--- config.mk ---
export PLATFORM = sky130hd
export DESIGN_NAME = tsm_queue
export DESIGN_NICKNAME = d
export VERILOG_FILES = /design/src/tsm_pkg.sv /design/src/tsm_queue.sv
export SDC_FILE = /design/constraint.sdc
export NUM_CORES = 1
export LEC_CHECK = 0
export BUFFER_PORTS_ARGS = -buffer_cell sky130_fd_sc_hd__buf_4
export CAP_MARGIN = 10
export CORE_UTILIZATION = 52
export CTS_CLUSTER_SIZE = 10
export DETAILED_ROUTE_END_ITERATION = 12
export GPL_ROUTABILITY_DRIVEN = 0
export PLACE_DENSITY_LB_ADDON = 0.2
export SETUP_SLACK_MARGIN = 0.2
export SLEW_MARGIN = 10
export SYNTH_ARGS = -nofsm -noshare
export SYNTH_HDL_FRONTEND = slang
export SYNTH_SLANG_ARGS = --single-unit
--- constraint.sdc ---
create_clock -name clock -period 9.64 [get_ports clock]
set_input_delay 1.446 -clock clock [delete_from_list [all_inputs] [get_ports clock]]
set_output_delay 1.446 -clock clock [all_outputs]
set_load 0.02 [all_outputs]
--- src/tsm_pkg.sv ---
// Shared types and constants of the six-axis thruster mixer.
// No dependencies; every other file imports it.
package tsm_pkg;

   localparam int AXES     = 7;
   localparam int DIR_SLOT = 6;
   localparam int CMDS     = 6;

   localparam logic [1:0] REG_THROTTLE_LIMIT = 2'd0;
   localparam logic [1:0] REG_CURRENT_MAX    = 2'd1;
   localparam logic [1:0] REG_RATIO_SCALE    = 2'd2;
   localparam logic [1:0] REG_LIMIT_GAIN     = 2'd3;

   localparam logic FUNC_MIX  = 1'b0;
   localparam logic FUNC_LOAD = 1'b1;

   localparam logic [16:0] SCALE_ONE  = 17'd65536;
   localparam logic [35:0] RATIO_HIGH = 36'd163840;

   typedef struct packed {
      logic               func;
      logic signed [15:0] roll_cmd;
      logic signed [15:0] pitch_cmd;
      logic signed [15:0] yaw_cmd;
      logic signed [15:0] throttle_cmd;
      logic signed [15:0] forward_cmd;
      logic signed [15:0] lateral_cmd;
      logic        [15:0] battery_current;
      logic               current_valid;
      logic        [2:0]  coef_motor;
      logic        [2:0]  coef_axis;
      logic signed [15:0] coef_value;
   } req_item_type;

   typedef struct packed {
      logic        [2:0]  motor_index;
      logic signed [15:0] motor_thrust;
      logic               roll_limited;
      logic               pitch_limited;
      logic               throttle_low_limited;
      logic               throttle_high_limited;
      logic               last_motor;
   } rsp_item_type;

   typedef struct packed {
      logic [14:0] throttle_limit;
      logic [15:0] current_max;
      logic [23:0] current_ratio_scale;
      logic [15:0] limit_gain;
   } cfg_type;

   typedef struct packed {
      logic                          is_load;
      logic [CMDS-1:0][15:0]         cmd;
      logic                          roll_limited;
      logic                          pitch_limited;
      logic                          throttle_low_limited;
      logic                          throttle_high_limited;
      logic [15:0]                   current;
      logic                          current_valid;
      logic [2:0]                    coef_motor;
      logic [2:0]                    coef_axis;
      logic [15:0]                   coef_value;
   } q_item_type;

   typedef enum logic [9:0] {
      ST_IDLE = 10'b0000000001,
      ST_LIM0 = 10'b0000000010,
      ST_LIM1 = 10'b0000000100,
      ST_LIM2 = 10'b0000001000,
      ST_LIM3 = 10'b0000010000,
      ST_LIM4 = 10'b0000100000,
      ST_MAC  = 10'b0001000000,
      ST_FIN  = 10'b0010000000,
      ST_SCL  = 10'b0100000000,
      ST_OUT  = 10'b1000000000
   } state_type;

endpackage

--- src/tsm_queue.sv ---
// Two-entry queue between front end and mixing engine.
// Depends on tsm_pkg.
module tsm_queue import tsm_pkg::*; (
   input  logic       clock,
   input  logic       reset,
   input  logic       push,
   input  q_item_type push_item,
   input  logic       pop,
   output q_item_type head,
   output logic       empty,
   output logic       full
);
   q_item_type entry_ff [2];
   logic       wr_ff, wr_in;
   logic       rd_ff, rd_in;
   logic [1:0] count_ff, count_in;

   assign empty = count_ff == 2'd0;
   assign full  = count_ff == 2'd2;
   assign head  = entry_ff[rd_ff];

   always_comb begin
      wr_in    = push ? !wr_ff : wr_ff;
      rd_in    = pop ? !rd_ff : rd_ff;
      count_in = count_ff + {1'b0, push} - {1'b0, pop};
   end

   always_ff @(posedge clock) begin
      if (reset) begin
         wr_ff    <= 1'b0;
         rd_ff    <= 1'b0;
         count_ff <= 2'd0;
      end else begin
         wr_ff    <= wr_in;
         rd_ff    <= rd_in;
         count_ff <= count_in;
      end
   end

   always_ff @(posedge clock) begin
      if (push) begin
         entry_ff[wr_ff] <= push_item;
      end
   end
endmodule

==> results.cfg <==
[grt]
overflow = 0
antenna_found_initial = 0
grt_pass1_vias = 5760
grt_max_degree = 76
grt_use_total_pct = 18.9
grt_pass1_wl_um = 30500

[cts]
cts_tree = yes
clk_latency_ns = 0.48
cts_hold_buf = 0
post-cts-setup-buffer-count = 0
cts.reportedPaths.clkPinSlew_ns = 0.05
cts_buffers = 34
cts_resized = 0
cts.path.max_buffers = 3
cts_num_sinks = 285
cts_max_level = 2
cts-root-buf = clkbuf_16

[worst_setup_path]
slowest_delay_ns = 0.89
arrival_ns = 3.54
end_kind = output port
critPathMostFrequentCell = buf_4
critPathKind = reg -> out
start_kind = flip-flop
critPathSlowestCell = buf_4
reg2reg_from = wr_ff$_SDFFE_PP0P_
required_ns = 8.19
cp_cell_sequence = buf_4, buf_4, mux2_2, buf_4
cp_max_fo = 59

[finish]
final_common_cell = buf_4
syn_to_final_growth_pct = 31.0
final_util_pct = 69.5
nFillCells = 1324
fin_area_um2 = 14100
num_antenna_cells = 0
final_cell_mix = buf_4, edfxtp_1, mux2_4
drive_gt1_share_pct = 60.4
fin_nets = 913

[flow_run]
cap_violations = 0

[sta]
hold_violations = 0
tightest_slew_ns = 1.04
fmax_ghz = 0.200
rsz0062_at_grt = no
finalCritPeriodShare_pct = 51.8
drv_slew = 0
fin_hold_ws_ns = 0.538
clock_skew_ns = 0.00899
slew-limit-headroom_pct = 30.7
finalSetupViolations = 0
fin_setup_tns_ns = 0
min_period_ns = 4.99

[placement]
placed_area_um2 = 13100
dp_hpwl_um = 13300
port_buffers = 285

[synth]
ys_seq_area_share_pct = 79.3
yosys.area_share.simple_pct = 0.408
syn_area_um2 = 10700
ys_warn_count = 0
synth_cell_types = 14
syn_inst = 457
avgSynthCellArea_um2 = 23.5
synth_xor_area_share_pct = 0.373
yosys_register_bits = 285
synth-compound-area-share_pct = 0
synthAdderAreaFrac_pct = 0.233
synth_mux_area_share_pct = 18.2
synth_nets = 603
synth_top_family_by_area = multiplexers

[pwr]
total_power_mw = 3.02
pwr_density_cell_nw_per_um2 = 215
vdd_drop_max_v = 0.000144
p_leak_nw = 5.50

[worst_hold_path]
min_from = rd_ff$_SDFFE_PP0P_
hp-class = reg -> reg

[routing]
first_pass_iters = 4
wl_um = 20100
drc = 0
vias_per_cell = 5.06
first_iter_violations = 227
post_drt_wl_per_cell_um = 19.2
via_count = 5303
antenna_left = 0

[floorplan]
dieWidth_um = 146
die_h_um = 146
io_pins = 286
rows = 52
coreArea_um2 = 20200
dieArea_um2 = 21200
start_util_pct = 53.1

[outcome]
outcome = finished clean
-- power by group --
group | internal, mW | total [mW] | switching, mW
clock network | 0.683 | 1.11 | 0.428
registers | 1.45 | 1.48 | 0.0266
logic | 0.219 | 0.435 | 0.216
-- cells in the mapped netlist --
library cell | n | share of area, %
mux2_2 | 40 | 4.2
xnor3_1 | 1 | 0.21
nor2b_1 | 3 | 0.17
ha_1 | 2 | 0.23
buf_6 | 11 | 1.2
buf_2 | 4 | 0.19
xnor2_1 | 2 | 0.16
dfxtp_1 | 5 | 0.93
nor2_1 | 5 | 0.17
buf_8 | 1 | 0.14
inv_1 | 2 | 0.070
mux2_4 | 100 | 14
and2_1 | 1 | 0.058
edfxtp_1 | 280 | 78
-- critical path, delay by kind of cell, from the launching register on --
family	cells	cell delay [ns]
buf+inv	3	1.82
flops	1	0.74
mux	1	0.43
-- flip-flops by register name (all words and copies together), names as in the netlist, named ones only --
name	flops
count_ff	2
entry_ff	280
rd_ff	1
wr_ff	1
-- area by class of cell --
class | count | area, um^2 | area share, %
well taps | 270 | 338 | 2.40
repair buffers | 290 | 2180 | 15.5
multi-input cells | 154 | 2070 | 14.7
clock buffers | 45 | 956 | 6.79
inverters | 2 | 7.51 | 0.0534
clock inverters | 2 | 7.51 | 0.0534
flip-flops and latches | 285 | 8510 | 60.5
-- final timing paths --
| path | endpoint | slack (ns) | cells past startpoint |
|---|---|---|---|
| setup reg to reg | entry_ff[1][64]$_DFFE_PP_ | 7.11 | 2 |
| setup / recovery | head[29] | 4.65 | 4 |
| hold / removal | flip-flop | 0.54 | 2 |
| hold reg to reg | flip-flop | 0.54 | 2 |
-- routing by layer --
metal	vias up	share of wire, %	track usage (%)
met2	244	49	30.7
met4	0	1.8	5.63
met1	2607	40	23.4
li1	2422	-	-
met5	-	0	0
met3	30	10	7.52
-- cell families after synthesis --
| group | after synthesis |
|---|---|
| xor+xnor | 3 |
| mux | 140 |
| fa+ha+maj | 2 |
| buf+inv | 18 |
| simple gates | 9 |
| flops | 285 |
-- stage by stage --
stage	worst slack (ns)	instances
global route	4.46	1048
detailed placement	5.11	1001
finish	4.65	1048
floorplan	1.48	457
CTS	4.56	1048
global placement	5.16	1001
(Power assumes the default switching activity.)
