--- config.mk ---
export PLATFORM = sky130hd
export DESIGN_NAME = tsm_front_flat
export DESIGN_NICKNAME = d
export VERILOG_FILES = /design/src/tsm_pkg.sv /design/src/tsm_if.sv /design/src/tsm_front.sv /design/src/flat_wrapper.sv
export SDC_FILE = /design/constraint.sdc
export NUM_CORES = 1
export LEC_CHECK = 0
export BUFFER_PORTS_ARGS = -buffer_cell sky130_fd_sc_hd__clkbuf_2
export CORE_AREA = 4 4 112 114
export DETAILED_ROUTE_END_ITERATION = 10
export DIE_AREA = 0 0 116 118
export GPL_TIMING_DRIVEN = 0
export REMOVE_ABC_BUFFERS = 1
export SYNTH_ARGS = -nofsm -noshare
export SYNTH_HDL_FRONTEND = slang
export SYNTH_SLANG_ARGS = --single-unit
--- constraint.sdc ---
create_clock -name vclk -period 16.3
set_clock_uncertainty 0.15 [all_clocks]
set_input_delay 4.075 -clock vclk [all_inputs]
set_output_delay 4.075 -clock vclk [all_outputs]
set_load 0.005 [all_outputs]
--- src/tsm_pkg.sv ---
// Shared types and constants of the six-axis thruster mixer.
// No dependencies; every other file imports it.
package tsm_pkg;

   localparam int AXES     = 7;
   localparam int DIR_SLOT = 6;
   localparam int CMDS     = 6;

   localparam logic [1:0] REG_THROTTLE_LIMIT = 2'd0;
   localparam logic [1:0] REG_CURRENT_MAX    = 2'd1;
   localparam logic [1:0] REG_RATIO_SCALE    = 2'd2;
   localparam logic [1:0] REG_LIMIT_GAIN     = 2'd3;

   localparam logic FUNC_MIX  = 1'b0;
   localparam logic FUNC_LOAD = 1'b1;

   localparam logic [16:0] SCALE_ONE  = 17'd65536;
   localparam logic [35:0] RATIO_HIGH = 36'd163840;

   typedef struct packed {
      logic               func;
      logic signed [15:0] roll_cmd;
      logic signed [15:0] pitch_cmd;
      logic signed [15:0] yaw_cmd;
      logic signed [15:0] throttle_cmd;
      logic signed [15:0] forward_cmd;
      logic signed [15:0] lateral_cmd;
      logic        [15:0] battery_current;
      logic               current_valid;
      logic        [2:0]  coef_motor;
      logic        [2:0]  coef_axis;
      logic signed [15:0] coef_value;
   } req_item_type;

   typedef struct packed {
      logic        [2:0]  motor_index;
      logic signed [15:0] motor_thrust;
      logic               roll_limited;
      logic               pitch_limited;
      logic               throttle_low_limited;
      logic               throttle_high_limited;
      logic               last_motor;
   } rsp_item_type;

   typedef struct packed {
      logic [14:0] throttle_limit;
      logic [15:0] current_max;
      logic [23:0] current_ratio_scale;
      logic [15:0] limit_gain;
   } cfg_type;

   typedef struct packed {
      logic                          is_load;
      logic [CMDS-1:0][15:0]         cmd;
      logic                          roll_limited;
      logic                          pitch_limited;
      logic                          throttle_low_limited;
      logic                          throttle_high_limited;
      logic [15:0]                   current;
      logic                          current_valid;
      logic [2:0]                    coef_motor;
      logic [2:0]                    coef_axis;
      logic [15:0]                   coef_value;
   } q_item_type;

   typedef enum logic [9:0] {
      ST_IDLE = 10'b0000000001,
      ST_LIM0 = 10'b0000000010,
      ST_LIM1 = 10'b0000000100,
      ST_LIM2 = 10'b0000001000,
      ST_LIM3 = 10'b0000010000,
      ST_LIM4 = 10'b0000100000,
      ST_MAC  = 10'b0001000000,
      ST_FIN  = 10'b0010000000,
      ST_SCL  = 10'b0100000000,
      ST_OUT  = 10'b1000000000
   } state_type;

endpackage

--- src/tsm_if.sv ---
// Valid/ready channel interfaces for request and response beats.
// Depends on tsm_pkg.
interface tsm_req_if import tsm_pkg::*; ();
   logic         valid;
   logic         ready;
   req_item_type data;
   modport source (output valid, output data, input ready);
   modport sink (input valid, input data, output ready);
endinterface


--- src/tsm_front.sv ---
// Front end: accepts request beats, clamps the throttle command, sets limit flags.
// Depends on tsm_pkg and tsm_if.
module tsm_front import tsm_pkg::*; (
   tsm_req_if.sink    req,
   input  logic [14:0] throttle_limit,
   input  logic        q_full,
   output logic        q_push,
   output q_item_type  q_item
);
   logic signed [16:0] lim;
   logic signed [16:0] neg_lim;
   logic signed [16:0] thr;
   logic signed [16:0] thr_a;
   logic signed [16:0] thr_b;
   logic               low_hit;
   logic               high_hit;

   assign req.ready = !q_full;
   assign q_push    = req.valid && !q_full;

   always_comb begin
      lim      = $signed({2'b00, throttle_limit});
      neg_lim  = -lim;
      thr      = 17'(req.data.throttle_cmd);
      low_hit  = thr <= neg_lim;
      thr_a    = low_hit ? neg_lim : thr;
      high_hit = thr_a >= lim;
      thr_b    = high_hit ? lim : thr_a;

      q_item.is_load               = req.data.func == FUNC_LOAD;
      q_item.cmd[0]                = req.data.roll_cmd;
      q_item.cmd[1]                = req.data.pitch_cmd;
      q_item.cmd[2]                = req.data.yaw_cmd;
      q_item.cmd[3]                = thr_b[15:0];
      q_item.cmd[4]                = req.data.forward_cmd;
      q_item.cmd[5]                = req.data.lateral_cmd;
      q_item.roll_limited          = req.data.roll_cmd == 16'sh8000;
      q_item.pitch_limited         = req.data.pitch_cmd == 16'sh8000;
      q_item.throttle_low_limited  = low_hit;
      q_item.throttle_high_limited = high_hit;
      q_item.current               = req.data.battery_current;
      q_item.current_valid         = req.data.current_valid;
      q_item.coef_motor            = req.data.coef_motor;
      q_item.coef_axis             = req.data.coef_axis;
      q_item.coef_value            = req.data.coef_value;
   end
endmodule

--- src/flat_wrapper.sv ---
// flat-port wrapper written by rule: the top's interface ports become plain ports
module tsm_front_flat import tsm_pkg::*;
  (throttle_limit, q_full, q_push, q_item, req_valid, req_data, req_ready);
  tsm_req_if req_i ();
  input  logic [14:0] throttle_limit;
  input  logic q_full;
  output logic q_push;
  output q_item_type q_item;
  input wire logic [$bits(req_i.valid)-1:0] req_valid;
  input wire logic [$bits(req_i.data)-1:0] req_data;
  output wire logic [$bits(req_i.ready)-1:0] req_ready;
  assign req_i.valid = req_valid;
  assign req_i.data = req_data;
  assign req_ready = req_i.ready;
  tsm_front u_core (.req(req_i), .throttle_limit(throttle_limit), .q_full(q_full), .q_push(q_push), .q_item(q_item));
endmodule
==> results.py <==
metrics = {
    "outcome": {
        "status": "complete, no violations",
    },
    "finish": {
        "final_cell_mix": "119 x clkbuf_2, 40 x nand2_1, 33 x ha_1",
        "area_growth_pct": -6.210,
        "fin_nets": 538,
        "finalNonFillerCells": 493,
        "fin_area_mm2": 0.002381,
        "drive_above_1_share": 0.3771,
        "seqCellArea_um2": 0,
        "num-clock-buffers": 0,
        "mostFrequentLayoutCell": "clkbuf_2",
        "fillers": 1312,
        "seq_cells": 0,
        "n_antenna_cell": 0,
    },
    "min_path": {
        "hold_path.class": "input pin to output port",
        "hold_depth": 0,
        "hold_path_startpoint": "req_data[21]",
        "min_to": "q_item[21]",
    },
    "yosys": {
        "synth_compound_area_frac": 0.1725,
        "synth_xor_area_frac": 0.03795,
        "yosysSeqAreaShare": 0,
        "synth.area.mux_share": 0.01232,
        "synth_top_family_by_area": "buffers and inverters",
        "syn_inst": 359,
        "synth_fa_ha_area_frac": 0.1626,
        "ys_warn_count": 0,
        "avgSynthCellArea_um2": 7.072,
        "syn-cell-area_mm2": 0.002539,
        "synth_simple_gate_area_frac": 0.2045,
        "synthDistinctLibCells": 52,
    },
    "floorplanning": {
        "die_h_um": 118,
        "num_io_pins": 295,
        "die_w_um": 116,
        "die-area_mm2": 0.01369,
        "start_util": 0.2223,
        "core-area_mm2": 0.01142,
        "rows": 39,
    },
    "pwr": {
        "vdd_drop_max_mv": 0.01292,
        "power_uw": 71.38,
        "leakage_nw": 1.215,
        "power_density_mw_per_mm2": 29.98,
    },
    "sta": {
        "timing.setup.tns_ns": 0,
        "slew_headroom": 0.3281,
        "hold_violations": 0,
        "min_period_ns": 14.54,
        "rsz0062_at_grt": "false",
        "setup_viol": 0,
        "clock.fmax_mhz": 68.80,
        "fin_crit_sh": 0.8917,
        "tightestPinTransition_ns": 1.006,
        "drv_slew": 0,
    },
    "routing": {
        "dr_total_vias": 2499,
        "ant_nets": 0,
        "drt_iter0_markers": 125,
        "vias_per_cell": 5.069,
        "wl_per_cell_um": 35.14,
        "wl_mm": 17.33,
        "route.detailed.drc": 0,
        "drt_first_pass_iters": 4,
    },
    "placement": {
        "dpl_cell_area_mm2": 0.002381,
        "io_buffers": 119,
        "place_hpwl_mm": 16.38,
        "dp_cells": 493,
        "gp_congestion": 0.9129,
    },
    "worst_setup_path": {
        "critPathSlowestCell": "nor2b_1",
        "crit_type": "input pin to output port",
        "critPathArrivalTime_ns": 10.31,
        "timing.critical_path.buf_inv": 4,
        "cp_common_cell": "ha_1",
        "path_max_fanout": 24,
        "critical_path_depth": 24,
        "max_stage_delay_ns": 0.81,
        "worstPathRequired_ns": 12.08,
        "cp-end-kind": "output port",
        "path_delay_family": "simple AND/OR/NAND/NOR gates",
        "crit_path_cell_trace": "clkbuf_2 -> inv_1 -> ha_1 -> nand2_1 -> or3_1 -> nor3_1 -> xnor2_1 -> ha_1 -> nand2_1 -> nor4_1 -> o31ai_1 -> a41oi_4 -> buf_8 -> nor2_1 -> a21oi_1 -> ha_1 -> nand2b_1 -> a2111oi_0 -> o21bai_1 -> o31a_1 -> nor2b_1 -> a221oi_1 -> o31ai_1 -> clkbuf_2",
        "startpoint_type": "input pin",
    },
    "clock_network": {
        "ctsResizeCount": 0,
        "ctsHoldBuffers": 0,
        "post_cts_buffers": 0,
    },
    "global_route": {
        "grt_util_all_layers": 0.2390,
        "globalRouteOverflowTotal": 0,
        "grt_antenna_before_repair": 0,
        "grt_pass1_vias": 2295,
        "grt_pass1_wl_mm": 21.45,
        "grt_max_degree": 25,
    },
    "job": {
        "cap_violations": 0,
    },
}
layout make-up:
type / count / area, um2 / area share
Multi-Input combinational cell: 208 / 1509 / 0.6337
Timing Repair Buffer: 120 / 610.6 / 0.2564
Tap cell: 143 / 178.9 / 0.07514
Inverter: 22 / 82.58 / 0.03468
metrics by stage:
stage	util	hold WS [ns]	worst slack (ns)
after floorplan	-	8.000	2.867
after global routing	0.2085	8.000	1.203
after detailed placement	0.2085	8.000	1.818
after CTS	0.2085	8.000	1.801
after global placement	0.2062	8.000	1.177
final	0.2085	8.000	1.765
power breakdown:
group / total, mW / switching, mW / internal (mW) / leakage [nW]
Clock: 0 / 0 / 0 / 0
Combinational: 0.0714 / 0.0400 / 0.0314 / 1.22
Sequential: 0 / 0 / 0 / 0
Total: 0.0714 / 0.0400 / 0.0314 / 1.22
synth_stat cells, types with 2 or more instances:
cell	instances	area, um2
a21o_1	2	15.01
a21oi_1	8	40.04
a31oi_1	2	12.51
a32oi_1	2	17.52
and2_1	2	12.51
and4_1	2	17.52
buf_4	122	915.9
buf_6	2	22.52
clkbuf_1	4	15.01
ha_1	33	412.9
inv_1	22	82.58
mux2i_1	2	20.02
nand2_1	40	150.1
nand2b_1	3	18.77
nand3_1	9	45.04
nand4_1	3	18.77
nor2_1	10	37.54
nor2b_1	2	12.51
nor3_1	6	30.03
nor4_1	9	56.30
nor4b_1	2	17.52
o211ai_1	3	22.52
o21ai_0	22	110.1
o221ai_1	4	35.03
o31ai_1	4	30.03
or2_2	2	12.51
or3_1	3	18.77
xnor2_1	10	87.58
logic make-up (layout without fill, tap and decap cells):
group / count (synthesis) / count (layout)
and+or+nand+nor: 99 / 99
adders and majority gates: 33 / 33
xor gates and xnor gates: 11 / 11
muxes: 3 / 3
AOI/OAI and AO/OA: 62 / 62
buffers and inverters: 151 / 142
how the worst max path moves through the flow:
stage                 startpoint  slack, ns    endpoint
2_1_floorplan  throttle_limit[5]       2.87  q_item[93]
3_3_place_gp   throttle_limit[0]       1.18  q_item[93]
3_5_place_dp   throttle_limit[0]       1.82  q_item[93]
4_1_cts        throttle_limit[0]       1.80  q_item[93]
5_1_grt        throttle_limit[0]       1.20  q_item[93]
6_report       throttle_limit[0]       1.76  q_item[93]
per-layer routing:
layer	part of all wire	global-route usage
met5	0	0.007843
met4	0.0042	0.004351
met3	0.28	0.3059
met2	0.52	0.4460
met1	0.20	0.1398
Note: power is estimated with default switching activity, not from simulation.
